[config.mk]
export PLATFORM = sky130hd
export DESIGN_NAME = cpu_8bit_alu_with_flags_unit
export DESIGN_NICKNAME = d
export VERILOG_FILES = /design/src/rtl/core/c8alu_pkg.sv /design/src/rtl/core/cpu_8bit_alu_with_flags_unit.sv /design/src/rtl/core/c8alu_datapath.sv
export SDC_FILE = /design/constraint.sdc
export NUM_CORES = 1
export LEC_CHECK = 0
export BUFFER_PORTS_ARGS = -buffer_cell sky130_fd_sc_hd__buf_2
export CORE_MARGIN = 3
export CORE_UTILIZATION = 55
export DETAILED_ROUTE_END_ITERATION = 6
export MAX_ROUTING_LAYER = met4
export PLACE_DENSITY = 0.76
export RECOVER_POWER = 25
export SETUP_SLACK_MARGIN = 0.2
export SYNTH_ARGS = -nofsm -noshare
export SYNTH_HDL_FRONTEND = slang
export SYNTH_HIERARCHICAL = 1
export SYNTH_SLANG_ARGS = --single-unit
[constraint.sdc]
create_clock -name clk -period 6.2 [get_ports clk]
set_input_delay 0.62 -clock clk [delete_from_list [all_inputs] [get_ports clk]]
set_output_delay 0.62 -clock clk [all_outputs]
set_load 0.02 [all_outputs]
[src/rtl/core/c8alu_pkg.sv]
`timescale 1ns / 1ps
// ----------------------------------------------------------------------------
// c8alu_pkg
// Shared types for the 8-bit ALU with flags: operation codes and the packed
// layouts of one input item and one result item.
// ----------------------------------------------------------------------------
package c8alu_pkg;

	localparam int unsigned IN_BITS   = 28;
	localparam int unsigned IN_BYTES  = 4;
	localparam int unsigned OUT_BITS  = 20;
	localparam int unsigned OUT_BYTES = 3;

	typedef enum logic [4:0] {
		OP_ADD  = 5'd0,
		OP_ADC  = 5'd1,
		OP_SUB  = 5'd2,
		OP_SBC  = 5'd3,
		OP_AND  = 5'd4,
		OP_XOR  = 5'd5,
		OP_OR   = 5'd6,
		OP_CP   = 5'd7,
		OP_INC  = 5'd8,
		OP_DEC  = 5'd9,
		OP_RLCA = 5'd10,
		OP_RLA  = 5'd11,
		OP_RRCA = 5'd12,
		OP_RRA  = 5'd13,
		OP_RLC  = 5'd14,
		OP_RL   = 5'd15,
		OP_RRC  = 5'd16,
		OP_RR   = 5'd17,
		OP_SLA  = 5'd18,
		OP_SRA  = 5'd19,
		OP_SRL  = 5'd20,
		OP_SWAP = 5'd21,
		OP_DAA  = 5'd22,
		OP_CPL  = 5'd23,
		OP_CCF  = 5'd24,
		OP_SCF  = 5'd25,
		OP_BIT  = 5'd26,
		OP_SET  = 5'd27,
		OP_RES  = 5'd28
	} op_t;

	// rotate / shift kinds of the shared shifter
	typedef enum logic [2:0] {
		SH_RLC = 3'd0,
		SH_RL  = 3'd1,
		SH_RRC = 3'd2,
		SH_RR  = 3'd3,
		SH_SLA = 3'd4,
		SH_SRA = 3'd5,
		SH_SRL = 3'd6
	} shift_kind_t;

	// first field in the highest bits, so members run from the top down
	typedef struct packed {
		logic       carry_in;
		logic       half_in;
		logic       subtract_in;
		logic       zero_in;
		logic [2:0] bit_index;
		logic [7:0] operand_in;
		logic [7:0] accumulator_in;
		op_t        op;
	} in_item_t;

	typedef struct packed {
		logic       carry_out;
		logic       half_out;
		logic       subtract_out;
		logic       zero_out;
		logic [7:0] operand_out;
		logic [7:0] accumulator_out;
	} res_item_t;

endpackage

[src/rtl/core/cpu_8bit_alu_with_flags_unit.sv]
`timescale 1ns / 1ps
// ----------------------------------------------------------------------------
// cpu_8bit_alu_with_flags_unit
// 8-bit ALU with Z/N/H/C flags behind an input register and a result register.
// ----------------------------------------------------------------------------
// Path: an accepted item waits in the input register; its result is loaded into the
//   result register when that register is empty or being drained.
// Throughput: one item per cycle unless the output stalls; a waiting result lets the input
//   take one more item into an empty input register, then holds the input off until the result is taken.
// Reset: arst_n clears both stage valid bits; payload registers are not reset.
module cpu_8bit_alu_with_flags_unit (
	input  logic        clk,
	input  logic        arst_n,
	input  logic        s_axis_tvalid,
	output logic        s_axis_tready,
	// op[4:0], accumulator_in[12:5], operand_in[20:13], bit_index[23:21],
	// zero_in[24], subtract_in[25], half_in[26], carry_in[27], zero[31:28]
	input  logic [31:0] s_axis_tdata,
	output logic        m_axis_tvalid,
	input  logic        m_axis_tready,
	// accumulator_out[7:0], operand_out[15:8], zero_out[16], subtract_out[17],
	// half_out[18], carry_out[19], zero[23:20]
	output logic [23:0] m_axis_tdata
);
	import c8alu_pkg::*;

	logic      valid_s1;
	in_item_t  item_s1;
	logic      valid_s2;
	res_item_t res_s2;
	res_item_t res_comb;
	logic      load_s2;
	logic      adv_s1;

	// output stage takes a new item when empty or being drained
	assign load_s2       = !valid_s2 || m_axis_tready;
	assign adv_s1        = valid_s1 && load_s2;
	assign s_axis_tready = !valid_s1 || load_s2;

	c8alu_datapath u_datapath (
		.item (item_s1),
		.res  (res_comb)
	);

	always_ff @(posedge clk or negedge arst_n) begin
		if (!arst_n) begin
			valid_s1 <= 1'b0;
			valid_s2 <= 1'b0;
		end else begin
			if (s_axis_tready) begin
				valid_s1 <= s_axis_tvalid;
			end
			if (load_s2) begin
				valid_s2 <= valid_s1;
			end
		end
	end

	always_ff @(posedge clk) begin
		if (s_axis_tvalid && s_axis_tready) begin
			item_s1 <= in_item_t'(s_axis_tdata[IN_BITS-1:0]);
		end
		if (adv_s1) begin
			res_s2 <= res_comb;
		end
	end

	assign m_axis_tvalid = valid_s2;
	assign m_axis_tdata  = {{(OUT_BYTES*8-OUT_BITS){1'b0}}, res_s2};

	// unused top bits of the input word
	logic unused_tdata;
	assign unused_tdata = ^s_axis_tdata[IN_BYTES*8-1:IN_BITS];

	a_accept_fills_s1: assert property (@(posedge clk) disable iff (!arst_n)
		s_axis_tvalid && s_axis_tready |=> valid_s1)
		else $error("accepted item did not reach the input register");

	a_advance_fills_s2: assert property (@(posedge clk) disable iff (!arst_n)
		adv_s1 |=> valid_s2)
		else $error("advancing item did not reach the result register");

	a_stall_holds_s2: assert property (@(posedge clk) disable iff (!arst_n)
		valid_s2 && !m_axis_tready |=> valid_s2 && $stable(res_s2))
		else $error("stalled result was lost or changed");

	a_full_s1_no_overrun: assert property (@(posedge clk) disable iff (!arst_n)
		valid_s1 && !load_s2 |=> valid_s1 && $stable(item_s1))
		else $error("held input item was overwritten");

endmodule

[src/rtl/core/c8alu_datapath.sv]
`timescale 1ns / 1ps
// ----------------------------------------------------------------------------
// c8alu_datapath
// Combinational ALU: arithmetic, logic, rotates, shifts, swap, decimal adjust,
// complement, carry-flag and bit operations on one registered input item.
// ----------------------------------------------------------------------------
module c8alu_datapath (
	input  c8alu_pkg::in_item_t  item,
	output c8alu_pkg::res_item_t res
);
	import c8alu_pkg::*;

	// returns {carry, result}
	function automatic logic [8:0] shift_byte(input shift_kind_t kind, input logic [7:0] v,
			input logic cin);
		logic [8:0] r;
		unique case (kind)
			SH_RLC:  r = {v[7], v[6:0], v[7]};
			SH_RL:   r = {v[7], v[6:0], cin};
			SH_RRC:  r = {v[0], v[0], v[7:1]};
			SH_RR:   r = {v[0], cin, v[7:1]};
			SH_SLA:  r = {v[7], v[6:0], 1'b0};
			SH_SRA:  r = {v[0], v[7], v[7:1]};
			default: r = {v[0], 1'b0, v[7:1]};
		endcase
		return r;
	endfunction

	logic [7:0] a;
	logic [7:0] b;
	logic       cin_arith;
	logic [8:0] sum9;
	logic [4:0] sum_lo;
	logic [8:0] diff9;
	logic [4:0] diff_lo;
	logic [8:0] sh_acc;
	logic [8:0] sh_opd;
	logic       daa_hi;
	logic [7:0] daa_t1;
	logic       daa_lo;
	logic [7:0] daa_add;
	logic [7:0] daa_sub;
	logic [7:0] daa_res;
	logic [7:0] bit_mask;

	assign a = item.accumulator_in;
	assign b = item.operand_in;

	// carry only joins in for the with-carry forms
	assign cin_arith = (item.op == OP_ADC || item.op == OP_SBC) ? item.carry_in : 1'b0;

	assign sum9    = {1'b0, a} + {1'b0, b} + {8'd0, cin_arith};
	assign sum_lo  = {1'b0, a[3:0]} + {1'b0, b[3:0]} + {4'd0, cin_arith};
	assign diff9   = {1'b0, a} - {1'b0, b} - {8'd0, cin_arith};
	assign diff_lo = {1'b0, a[3:0]} - {1'b0, b[3:0]} - {4'd0, cin_arith};

	assign sh_acc = shift_byte(shift_kind_t'(3'(item.op - OP_RLCA)), a, item.carry_in);
	assign sh_opd = shift_byte(shift_kind_t'(3'(item.op - OP_RLC)), b, item.carry_in);

	// decimal adjust: the upper correction is decided on the raw accumulator
	assign daa_hi  = item.carry_in || (a > 8'h99);
	assign daa_t1  = a + (daa_hi ? 8'h60 : 8'h00);
	assign daa_lo  = item.half_in || (daa_t1[3:0] > 4'd9);
	assign daa_add = daa_t1 + (daa_lo ? 8'h06 : 8'h00);
	assign daa_sub = a - (item.carry_in ? 8'h60 : 8'h00) - (item.half_in ? 8'h06 : 8'h00);
	assign daa_res = item.subtract_in ? daa_sub : daa_add;

	assign bit_mask = 8'd1 << item.bit_index;

	always_comb begin
		res.accumulator_out = a;
		res.operand_out     = b;
		res.zero_out        = item.zero_in;
		res.subtract_out    = item.subtract_in;
		res.half_out        = item.half_in;
		res.carry_out       = item.carry_in;
		unique case (item.op) inside
			OP_ADD, OP_ADC: begin
				res.accumulator_out = sum9[7:0];
				res.zero_out        = (sum9[7:0] == 8'd0);
				res.subtract_out    = 1'b0;
				res.half_out        = sum_lo[4];
				res.carry_out       = sum9[8];
			end
			OP_SUB, OP_SBC, OP_CP: begin
				if (item.op != OP_CP) begin
					res.accumulator_out = diff9[7:0];
				end
				res.zero_out     = (diff9[7:0] == 8'd0);
				res.subtract_out = 1'b1;
				res.half_out     = diff_lo[4];
				res.carry_out    = diff9[8];
			end
			OP_AND, OP_XOR, OP_OR: begin
				if (item.op == OP_AND) begin
					res.accumulator_out = a & b;
				end else if (item.op == OP_XOR) begin
					res.accumulator_out = a ^ b;
				end else begin
					res.accumulator_out = a | b;
				end
				res.zero_out     = (res.accumulator_out == 8'd0);
				res.subtract_out = 1'b0;
				res.half_out     = (item.op == OP_AND);
				res.carry_out    = 1'b0;
			end
			OP_INC: begin
				res.operand_out  = b + 8'd1;
				res.zero_out     = (b == 8'hFF);
				res.subtract_out = 1'b0;
				res.half_out     = (b[3:0] == 4'hF);
			end
			OP_DEC: begin
				res.operand_out  = b - 8'd1;
				res.zero_out     = (b == 8'h01);
				res.subtract_out = 1'b1;
				res.half_out     = (b[3:0] == 4'h0);
			end
			OP_RLCA, OP_RLA, OP_RRCA, OP_RRA: begin
				res.accumulator_out = sh_acc[7:0];
				res.zero_out        = 1'b0;
				res.subtract_out    = 1'b0;
				res.half_out        = 1'b0;
				res.carry_out       = sh_acc[8];
			end
			OP_RLC, OP_RL, OP_RRC, OP_RR, OP_SLA, OP_SRA, OP_SRL: begin
				res.operand_out  = sh_opd[7:0];
				res.zero_out     = (sh_opd[7:0] == 8'd0);
				res.subtract_out = 1'b0;
				res.half_out     = 1'b0;
				res.carry_out    = sh_opd[8];
			end
			OP_SWAP: begin
				res.operand_out  = {b[3:0], b[7:4]};
				res.zero_out     = (b == 8'd0);
				res.subtract_out = 1'b0;
				res.half_out     = 1'b0;
				res.carry_out    = 1'b0;
			end
			OP_DAA: begin
				res.accumulator_out = daa_res;
				res.zero_out        = (daa_res == 8'd0);
				res.half_out        = 1'b0;
				res.carry_out       = item.subtract_in ? item.carry_in : daa_hi;
			end
			OP_CPL: begin
				res.accumulator_out = ~a;
				res.subtract_out    = 1'b1;
				res.half_out        = 1'b1;
			end
			OP_CCF, OP_SCF: begin
				res.subtract_out = 1'b0;
				res.half_out     = 1'b0;
				res.carry_out    = (item.op == OP_SCF) | ~item.carry_in;
			end
			OP_BIT: begin
				res.zero_out     = ~b[item.bit_index];
				res.subtract_out = 1'b0;
				res.half_out     = 1'b1;
			end
			OP_SET: begin
				res.operand_out = b | bit_mask;
			end
			OP_RES: begin
				res.operand_out = b & ~bit_mask;
			end
			default: begin
				// undefined codes pass everything through
				res.accumulator_out = a;
			end
		endcase
	end

endmodule
==> Yosys cells after proc, flatten, opt, wreduce, memory -nomap -nowiden <==
Cells that the tools add are included.
Widths: inputs -> output; s select.
{ "totals": {"out_inout_bits": 26, "in_bits": 36, "wordCells": 139, "regBits": 50} }
{ "classes": {"reduce_logical": 30, "eq_ne": 42, "bitwise_logic": 10, "add_sub_neg": 16, "n_shift": 1, "order_cmp": 3, "muxes": 21} }
{ "op_table": {"columns": ["op", "count"], "rows": [
  ["$pmux 9 s6", 2],
  ["$pmux 8 s6", 2],
  ["$eq 5x5->1 const B", 13],
  ["$logic_not 8->1", 6],
  ["$eq 5x4->1 const B", 8],
  ["$mux 8", 5],
  ["$reduce_or 21->1", 1],
  ["$eq 5x3->1 const B", 4],
  ["$add 8x8->8", 2],
  ["$and 8x8->8", 2],
  ["$not 8->8", 2],
  ["$or 8x8->8", 2],
  ["$sub 8x8->8", 2],
  ["$reduce_or 15->1", 1],
  ["$mux 7", 2],
  ["$pmux 1 s7", 2],
  ["$eq 3x2->1 const B", 4],
  ["$eq 3x3->1 const B", 4],
  ["$eq 5x2->1 const B", 2],
  ["$pmux 1 s10", 1],
  ["$add 8x8->9", 1],
  ["$add 9x1->9", 1],
  ["$sub 8x8->9", 1],
  ["$sub 9x1->9", 1],
  ["36 further kinds", 52]
]} }

==> Depth between registers and ports, before layout <==
{ "depth": {"word_depth": 11, "ltp_mapped": 16, "ltp_nobuf": 15} }

==> Modules after synthesis <==
Netlist, hierarchy kept.
{ "modules_own_cells": {"columns": ["mod", "cells_per_inst", "seq_area_each_um2", "n_inst", "area_per_inst_um2"], "rows": [
  ["c8alu_datapath", 573, 0.0, 1, 3782.4],
  ["cpu_8bit_alu_with_flags_unit", 61, 1491.4, 1, 1579.0]
]} }

==> Worst setup path before layout <==
Ideal clock, no wire load.
{ "synth_timing": {"path_type": "register -> register", "startpoint": "register item_s1[6] (netlist name)", "endpoint": "register res_s2 (netlist bit m_axis_tdata[7]) (data pin)", "arrival_time_ns": 3.229, "path_stages_with_launch": 16, "path_buffers": 1, "t_required_ns": 5.934, "path_slack_ns": 2.705, "synth_period_minus_slack_ns": 3.495, "setup_ns": 0.266, "cell_sequence": "edfxtp_1 -> clkbuf_1 -> inv_1 -> ha_1 -> o21ai_0 -> a311o_1 -> a21o_1 -> ha_1 -> fa_1 -> nand2_1 -> nor2_1 -> xnor2_1 -> mux2i_1 -> xnor2_1 -> nor2_1 -> or3b_1"} }
{ "synth_rtl": {"columns": ["element", "line", "text"], "rows": [
  ["from (decl)", "cpu_8bit_alu_with_flags_unit.sv:28", "in_item_t item_s1;"],
  ["from (signal assigned)", "cpu_8bit_alu_with_flags_unit.sv:61", "item_s1 <= in_item_t'(s_axis_tdata[IN_BITS-1:0]);"],
  ["to (signal assigned)", "cpu_8bit_alu_with_flags_unit.sv:64", "res_s2 <= res_comb;"],
  ["to (decl)", "cpu_8bit_alu_with_flags_unit.sv:30", "res_item_t res_s2;"]
]} }

==> metrics.md <==
| Metric | Value |
|---|---|
| Clk pin slew, worst setup/hold paths | `120 ps` |
| Hold WC Path Type | `in2async` |
| CP Max Fanout | `27` |
| Final min period | `4340 ps` |
| Syn. warnings | `6` |
| Post-synth EDFFs | `48` |
| Postcts setup bufs | `0` |
| Post-Syn Instances | `634` |
| Placed Area | `5590 µm²` |
| Post-Synth Simple-Gate Area | `19.2%` |
| Total number of vias | `5175` |
| Register area share after synthesis | `27.8%` |
| Slowest Stage Delay on Critical Path | `880 ps` |
| Layout area overhead | `6.14%` |
| DRC | `6` |
| CTS tree | `done` |
| Failing checks | `DRC` |
| Crit path DAT | `4370 ps` |
| Htree depth | `2` |
| CTS root buf | `clkbuf_8` |
| Adder-Cell Fraction of Synth Area | `13.7%` |
| Worst-Skew Late Latency | `330 ps` |
| Number of nets in the layout | `740` |
| Largest family of logic cells by synthesized area | `compound AO/OA/AOI/OAI gates` |
| Delay-heaviest family, CP | `adder cells` |
| Std-Cell Rows | `35` |
| RSZ-0062 raised after global routing | `false` |
| Synth cell types | `72` |
| Max-slew violation count | `0` |
| Iteration-0 DRC count of the detailed router | `716` |
| CP max stage cell | `edfxtp_1` |
| Grt ovf | `0` |
| Critical Path Source Type | `register` |
| Fin Clk Skew | `23.9 ps` |
| Final Instance Area | `5690 µm²` |
| Pleak | `2.28 nW` |
| WP buf/inv | `1` |
| XOR/XNOR Fraction of Synth Area | `4.57%` |
| Max clock buf depth | `2` |
| Worst path cell trace | `nor2_1 -> nand3_1 -> inv_1 -> fa_1 -> ha_1 -> nor2_1 -> fa_1 -> nand2b_1 -> a21oi_1 -> o21ai_0 -> xor2_1 -> nor2_1 -> a32oi_1 -> a31oi_1` |
| Slew HR | `14.3%` |
| Initial antenna violation count | `0` |
| Crit path capture type | `register` |
| Total Power | `0.00108 W` |
| Peak Freq | `231 MHz` |
| MaxCap Viol Count | `0` |
| ANT cells | `0` |
| Wire per inst | `20.9 µm` |
| Via/cell ratio | `6.64` |
| Placer Congestion | `1.10` |
| Setup TNS | `0 ps` |
| Ys flop type | `edfxtp_1` |
| Antenna-violating nets left | `0` |
| Placeable core region | `9370 µm²` |
| First-pass GRT wire length | `25.8 mm` |
| Post-cts resize count | `0` |
| WP data required | `6240 ps` |
| Setup-failing EPs final | `0` |
| Die X | `105 µm` |
| DRT Wirelength | `16.2 mm` |
| Async SR Flop Fraction | `4.00%` |
| Hpwl dp | `12.3 mm` |
| FF-to-FF path depth | `14` |
| Total GRT Usage | `30.5%` |
| Initial core utilization | `57.2%` |
| Fin cells | `779` |
| Register bit count reported by yosys | `50` |
| Vias in the first global route | `4751` |
| Fin crit share | `69.9%` |
| Synth Cell Area | `5360 µm²` |
| Most frequent CP cell | `nor2_1` |
| Kind of critical path | `reg2reg` |
| Synth Area in Compound Gates | `24.7%` |
| TritonRoute pass-1 iters | `7` |
| Hold Buf Count CTS | `0` |
| I/O Buffers | `53` |
| Layout cells sized above 1 | `12.2%` |
| Num CTS Buffers | `5` |
| Die area | `11000 µm²` |
| Worst-case vdd ir drop | `0.000123 V` |
| Final hold vios | `0` |
| Power Density | `191 nW/µm²` |
| Post-layout util | `60.7%` |
| Dpl cells | `771` |
| Slew @ Worst Pin | `1270 ps` |
| CTS sink cnt | `50` |
| Die height | `105 µm` |
| Stages on worst setup path | `14` |
| Largest net degree at the start of global routing | `46` |
| Mux share of post-synthesis cell area | `3.17%` |
| Syn avg cell area | `8.46 µm²` |
| Status | `complete, but fails checks` |
| # IOs | `62` |
power by group:
group          switching [W]  internal [W]  total, W
Clock               0.000130     0.0000848  0.000215
Sequential         0.0000459      0.000408  0.000454
Combinational       0.000256      0.000160  0.000416
Total               0.000432      0.000653   0.00108
cells in the mapped netlist (7+ instances only):
cell	count	area, µm²
a211oi_1	10	75.1
a21oi_1	41	205
a22oi_1	18	135
a31oi_1	7	43.8
clkbuf_1	36	135
edfxtp_1	48	1440
ha_1	49	613
inv_1	37	139
mux2i_1	8	80.1
nand2_1	46	173
nand3_1	15	75.1
nor2_1	58	218
nor2b_1	14	87.6
nor3_1	12	60.1
nor4_1	10	62.6
o211ai_1	9	67.6
o21ai_0	40	200
xnor2_1	19	166
xor2_1	9	78.8
cell type report:
class / instances / area, µm²
clock buffer: 5 / 68.8
clock inverter: 3 / 28.8
fill: 841 / 3680
inverter: 38 / 143
multi-input combinational: 499 / 3520
sequential: 50 / 1490
tap: 129 / 161
timing repair buffer: 55 / 279
path summary, 6_finish.rpt:
| path | from | endpoint | slack [ps] |
|---|---|---|---|
| min in group clk | s_axis_tdata[4] | item_s1[4]$_DFFE_PP_ | 460 |
| worst min-delay path | arst_n | m_axis_tvalid$_DFFE_PN0P_ | 60 |
| worst max-delay path | item_s1[4]$_DFFE_PP_ | m_axis_tdata[16]$_DFFE_PP_ | 1860 |
| worst min register to register | valid_s1$_DFFE_PN0P_ | m_axis_tvalid$_DFFE_PN0P_ | 570 |
| worst max register to register | item_s1[4]$_DFFE_PP_ | m_axis_tdata[16]$_DFFE_PP_ | 1860 |
| max in group asynchronous | arst_n | valid_s1$_DFFE_PN0P_ | 6020 |
metrics by stage:
stage / setup WS, ps / hold slack, ps
final: 1860 / 62.3
after global routing: 1590 / 60.3
after global placement: 2170 / 404
after floorplan: 2710 / 324
after detailed placement: 2060 / 407
after CTS: 2000 / 52.4
cell usage in the layout (no fill, tap or decap), types with 7 or more instances in the layout:
master,count
o211ai_1,9
nor2b_1,14
nand2_1,46
inv_1,37
xnor2_1,19
edfxtp_1,48
buf_2,52
ha_1,49
a22oi_1,18
a21oi_1,41
nor3_1,12
xor2_1,9
a211oi_1,10
nor2_1,58
nand3_1,15
o21ai_0,40
mux2i_1,8
a31oi_1,7
nor4_1,10
cell families after synthesis:
kind of cell    after synthesis
compound gates              195
fa+ha+maj                    55
flops                        50
buf+inv                      88
simple gates                203
mux                          14
other cells                   1
xor+xnor                     28
registers in the layout, summed over array words and instances (netlist names):
register	flops
item_s1	28
m_axis_tdata	20
m_axis_tvalid	1
valid_s1	1
per-layer routing:
| layer | GRT usage, % | part of all wire, % | vias up |
|---|---|---|---|
| li1 | - | - | 2377 |
| met1 | 44.4 | 42 | 2381 |
| met2 | 43.0 | 42 | 377 |
| met3 | 5.62 | 13 | 40 |
| met4 | 9.47 | 3.0 | 0 |
| met5 | - | 0 | - |
(Power assumes the default switching activity.)
